`src/hdl/iri_fifo.sv`:
```
// Small register-based word queue with occupancy count.
module iri_fifo #(
  parameter int WIDTH = 8,
  parameter int DEPTH = 8,
  parameter int CW    = 4
) (
  input  logic             clk,
  input  logic             rst,
  input  logic             push,
  input  logic [WIDTH-1:0] push_data,
  input  logic             pop,
  output logic [WIDTH-1:0] pop_data,
  output logic             empty,
  output logic [CW-1:0]    count
);

  localparam int PW = (DEPTH > 1) ? $clog2(DEPTH) : 1;

  logic [WIDTH-1:0] mem [DEPTH];
  logic [PW-1:0]    wr_ptr;
  logic [PW-1:0]    rd_ptr;

  always_ff @(posedge clk) begin
    if (push) begin
      mem[wr_ptr] <= push_data;
    end
  end

  always_ff @(posedge clk) begin
    if (rst) begin
      wr_ptr <= '0;
      rd_ptr <= '0;
      count  <= '0;
    end else begin
      if (push) begin
        wr_ptr <= wr_ptr + PW'(1);
      end
      if (pop) begin
        rd_ptr <= rd_ptr + PW'(1);
      end
      case ({push, pop})
        2'b10:   count <= count + CW'(1);
        2'b01:   count <= count - CW'(1);
        default: count <= count;
      endcase
    end
  end

  assign pop_data = mem[rd_ptr];
  assign empty    = (count == '0);

endmodule

```
`config.mk`:
```
export PLATFORM = sky130hd
export DESIGN_NAME = iri_fifo
export DESIGN_NICKNAME = d
export VERILOG_FILES = /design/src/hdl/iri_fifo.sv
export SDC_FILE = /design/constraint.sdc
export NUM_CORES = 1
export LEC_CHECK = 0
export ABC_AREA = 1
export BUFFER_PORTS_ARGS = -buffer_cell sky130_fd_sc_hd__buf_2
export CORE_ASPECT_RATIO = 1.5
export CORE_UTILIZATION = 50
export DETAILED_ROUTE_END_ITERATION = 8
export PLACE_DENSITY = 0.78
export SKIP_LAST_GASP = 1
export SLEW_MARGIN = 20
export SYNTH_ARGS = -nofsm -noshare
export SYNTH_HDL_FRONTEND = slang
export SYNTH_SLANG_ARGS = --single-unit
```
`constraint.sdc`:
```
create_clock -name clk -period 2.27 [get_ports clk]
set_clock_uncertainty 0.05 [all_clocks]
set_input_delay 0.454 -clock clk [delete_from_list [all_inputs] [get_ports clk]]
set_output_delay 0.454 -clock clk [all_outputs]
set_load 0.005 [all_outputs]
```
# Word-level counts from Yosys, hierarchy flattened
# Memory sizes are Yosys's and may differ from the RTL's. A register that Yosys moved wholly into a read port is not among the register bits.
# Index checks and enable logic that the tools add are counted.
[totals]
register_bits = 10
mem_bits_rw = 64
output_inout_bits = 13
n_memories = 1
[mem_list]
columns = ["name", "depth", "width", "rd", "rd_clocked_by_memory_dff", "wr", "line", "rtl"]
rows = [
  ["mem", 8, 8, 1, 1, 1, "19", "logic [WIDTH-1:0] mem [DEPTH];"],
]
[classes]
n_addsub = 4
n_eq_ne = 2
muxes = 5
reduce_logical = 2
[ops]
columns = ["cell", "count"]
rows = [
  ["$pmux 4 s2", 1],
  ["$add 3x1->3 const B", 2],
  ["$mux 3", 2],
  ["$add 4x1->4 const B", 1],
  ["$logic_not 4->1", 1],
  ["$sub 4x1->4 const B", 1],
  ["$eq 2x1->1 const B", 1],
  ["$eq 2x2->1 const B", 1],
  ["$mux 1", 2],
  ["$reduce_bool 2->1", 1],
]

# Logic depth before layout (Yosys ltp)
[logic_depth]
ltp_word = 3
mapped_depth = 11
depth_no_buf = 11

# Worst setup path after synthesis
# Ideal clock, no wire load.
[synth_path]
path_type = "input port to flip-flop"
start = "in push"
end = "reg count[2]"
setup_time_ns = 0.115
arrival_ns = 1.481
slack_ns = 0.623
cell_stages = 10
n_path_buf = 0
path_cell_list = "inv_1 ha_1 nand2_1 inv_1 nor2_1 ha_1 a21oi_1 xnor2_1 o21ai_0 inv_1"
[synth_via]
elab_chain_len = 2
word_cells_on_any_way = 4
classes_between = "eq/ne: 2; mux: 1; reduce/logical: 1"
[synth_rtl]
columns = ["element", "line", "rtl"]
rows = [
  ["start: declaration", "9", "input logic push,"],
  ["$eq 2x1->1 / $eq 2x2->1 (equally long branches)", "41", "case ({push, pop})"],
  ["$pmux 4 s2 / $reduce_bool 2->1 (equally long branches)", "--", ""],
  ["end signal: assignment", "42", "2'b10: count <= count + CW'(1);"],
  ["end signal: assignment", "43", "2'b01: count <= count - CW'(1);"],
  ["end signal: assignment", "44", "default: count <= count;"],
  ["end: declaration", "14", "output logic [CW-1:0] count"],
]
# Parallel ways exist; a longest one is shown, timed or not.
# A chain may end at the register's enable or synchronous reset.

==> results.cfg <==
[synthesis]
synth_area_leaders = edfxtp_1, dfxtp_1, nor2_1, nand2_1, o21ai_0
synth.most_common_cell = edfxtp_1
syn_nets = 282
yosysWarnings = 0
syn_avg_cell_area_um2 = 11.9
async_flop_share_pct = 0
synth_top_area_share_pct = 61.0
yosysTopAreaCell = edfxtp_1
syn_inst = 265
ys_ff_latch = 77
ys_seq_area_share_pct = 69.3
synth_edf_count = 64
synth_cell_types = 25
synth_flop_cell = edfxtp_1
synthTopCellsByCount = edfxtp_1, nor2_1, nand2_1
netlist_area_mm2 = 0.00315

[timing]
clock.fmax_ghz = 0.487
slew_headroom_pct = 71.6
min_period_ns = 2.05
setup_viol = 0
tightest_slew_ns = 0.425
rsz0062_at_grt = false
min_period_over_period_pct = 90.4
hold_viol = 0
setup-tns-final_ns = 0
drv_slew = 0

[clock_network]
htreeDepth = 3
clockRootBuffer = clkbuf_8
cts_made_buffers = 9
post_cts_resized = 0
cts_sinks = 77
clkLatencyLatePin_ns = 0.33
path_clk_slew_ns = 0.07
post_cts_buffers = 0
clockBufferDepth = 2
cts_tree = done
cts_hold_buffers = 0

[route]
antenna_left = 0
wl_met2_um = 3210
drt-initial-drc-count = 77
top_layer = met4
drtPass1Iterations = 4
avgRoutedWirePerCell_um = 15.3
vias = 1983
drc_errors = 0
routed-wl-met3_um = 255
viasPerCell = 5.20
met1_length_um = 2270
wl_um = 5820

[finish]
n_antenna_cell = 0
area_growth_syn_to_layout_pct = 13.6
n_fill_cell = 519
final_nets = 319
drive_gt1_share_pct = 16.9

[critical_path]
cp.required_ns = 1.77
crit_fanout = 24
cp-end-kind = output pin
cp-start-kind = flip-flop
path_class = flip-flop to output pin
critPathArrivalTime_ns = 1.55
worstReg2RegStart = count[1]

[grt]
gr-usage-all-layers_pct = 20.0
grt_pass1_wl_um = 9230
grt_remaining_overflow = 0
antenna_found_initial = 0
grt_max_degree = 33
grt_pass1_vias = 1916

[placed_design]
gp_congestion = 0.752
port_buffers = 24
hpwl_um = 3640

[die]
row_count = 35
core_mm2 = 0.00613
ios = 25
fp.dieW_um = 66.8
initial_core_util_pct = 51.3
fp.dieArea_mm2 = 0.00662
die_y_um = 99.2

[power_and_ir_drop]
p_per_area_mw_per_mm2 = 839
irDropWorstVdd_mv = 0.402
total_leakage_power_nw = 1.35
power_mw = 3.00

[worst_hold_path]
hp-class = input pin to flip-flop
worstHoldStart = push_data[1]

[run_status]
run_status = complete, no violations

[flow_run]
drv_cap = 0
==> area by class of cell <==
type | instances | area (um2) | area share (%)
flip-flops and latches | 77 | 2180 | 61.0
multi-input cells | 165 | 826 | 23.1
repair buffers | 36 | 210 | 5.88
clock buffers | 10 | 128 | 3.57
well taps | 74 | 92.6 | 2.59
clock inverters | 6 | 87.6 | 2.45
inverters | 13 | 48.8 | 1.37
==> logic make-up after synthesis <==
kind of cell	synth area share, %
and+or+nand+nor	12.2
DFF	69.3
AOI/OAI and AO/OA	8.43
buffers and inverters	4.45
muxes	2.54
adders and majority gates	1.99
xor gates and xnor gates	1.11
==> worst max-delay path, cell delays in order, from the launching register on <==
cell and delay, ns:
dfxtp_1 0.33, inv_2 0.33, nor2_1 0.09, o22ai_1 0.19
nand2_1 0.07, nand2_1 0.08, buf_2 0.11
==> state kept, by name, summed over array words and instances (netlist names), named ones only <==
name	flops
rd_ptr	3
wr_ptr	3
count	4
mem	64
==> per-layer routing <==
layer / vias to the layer above / GRT usage (%)
li1: 998 / -
met1: 929 / 21.4
met2: 47 / 35.7
met3: 9 / 4.82
met4: 0 / 9.82
met5: - / 0
==> per-stage QoR <==
stage / instances / utilization (%) / area (um2) / hold WS (ns) / setup WS (ns)
global placement: 365 / 54.8 / 3360 / 0.435 / 0.446
detailed placement: 365 / 54.8 / 3360 / 0.446 / 0.371
floorplan: 265 / - / 3150 / 0.421 / 0.623
finish: 381 / 58.3 / 3570 / 0.327 / 0.218
global route: 381 / 58.3 / 3570 / 0.302 / 0.0612
CTS: 381 / 58.3 / 3570 / 0.311 / 0.202
==> cell usage in the layout, fill, tap and decap left out, types with 2 or more instances in the layout <==
cell / n
nand3_1: 4
edfxtp_1: 64
xnor2_1: 3
o21ai_0: 20
nand2_1: 40
buf_4: 12
nor2_1: 50
o21ai_1: 14
buf_2: 24
dfxtp_1: 13
o22ai_1: 8
a21oi_1: 6
ha_1: 5
bufinv_16: 2
inv_1: 12
mux2i_1: 8
clkbuf_8: 9
clkinvlp_4: 2
a211oi_1: 2
==> path summary, 6_finish.rpt <==
kind / end / slack, ns / cells past startpoint
setup / recovery: pop_data[0] / 0.22 / 6
hold / removal: mem[1][1] / 0.33 / 1
setup reg to reg: count[2] / 0.89 / 8
hold reg to reg: wr_ptr[0] / 0.45 / 2
==> where the power goes <==
part           switching, mW  internal [mW]  total (mW)
registers             0.0282           1.58        1.60
clock network          0.459          0.617        1.08
logic                  0.192          0.127       0.319
total                  0.679           2.32        3.00
No activity file was read; power rests on OpenSTA's default activity.
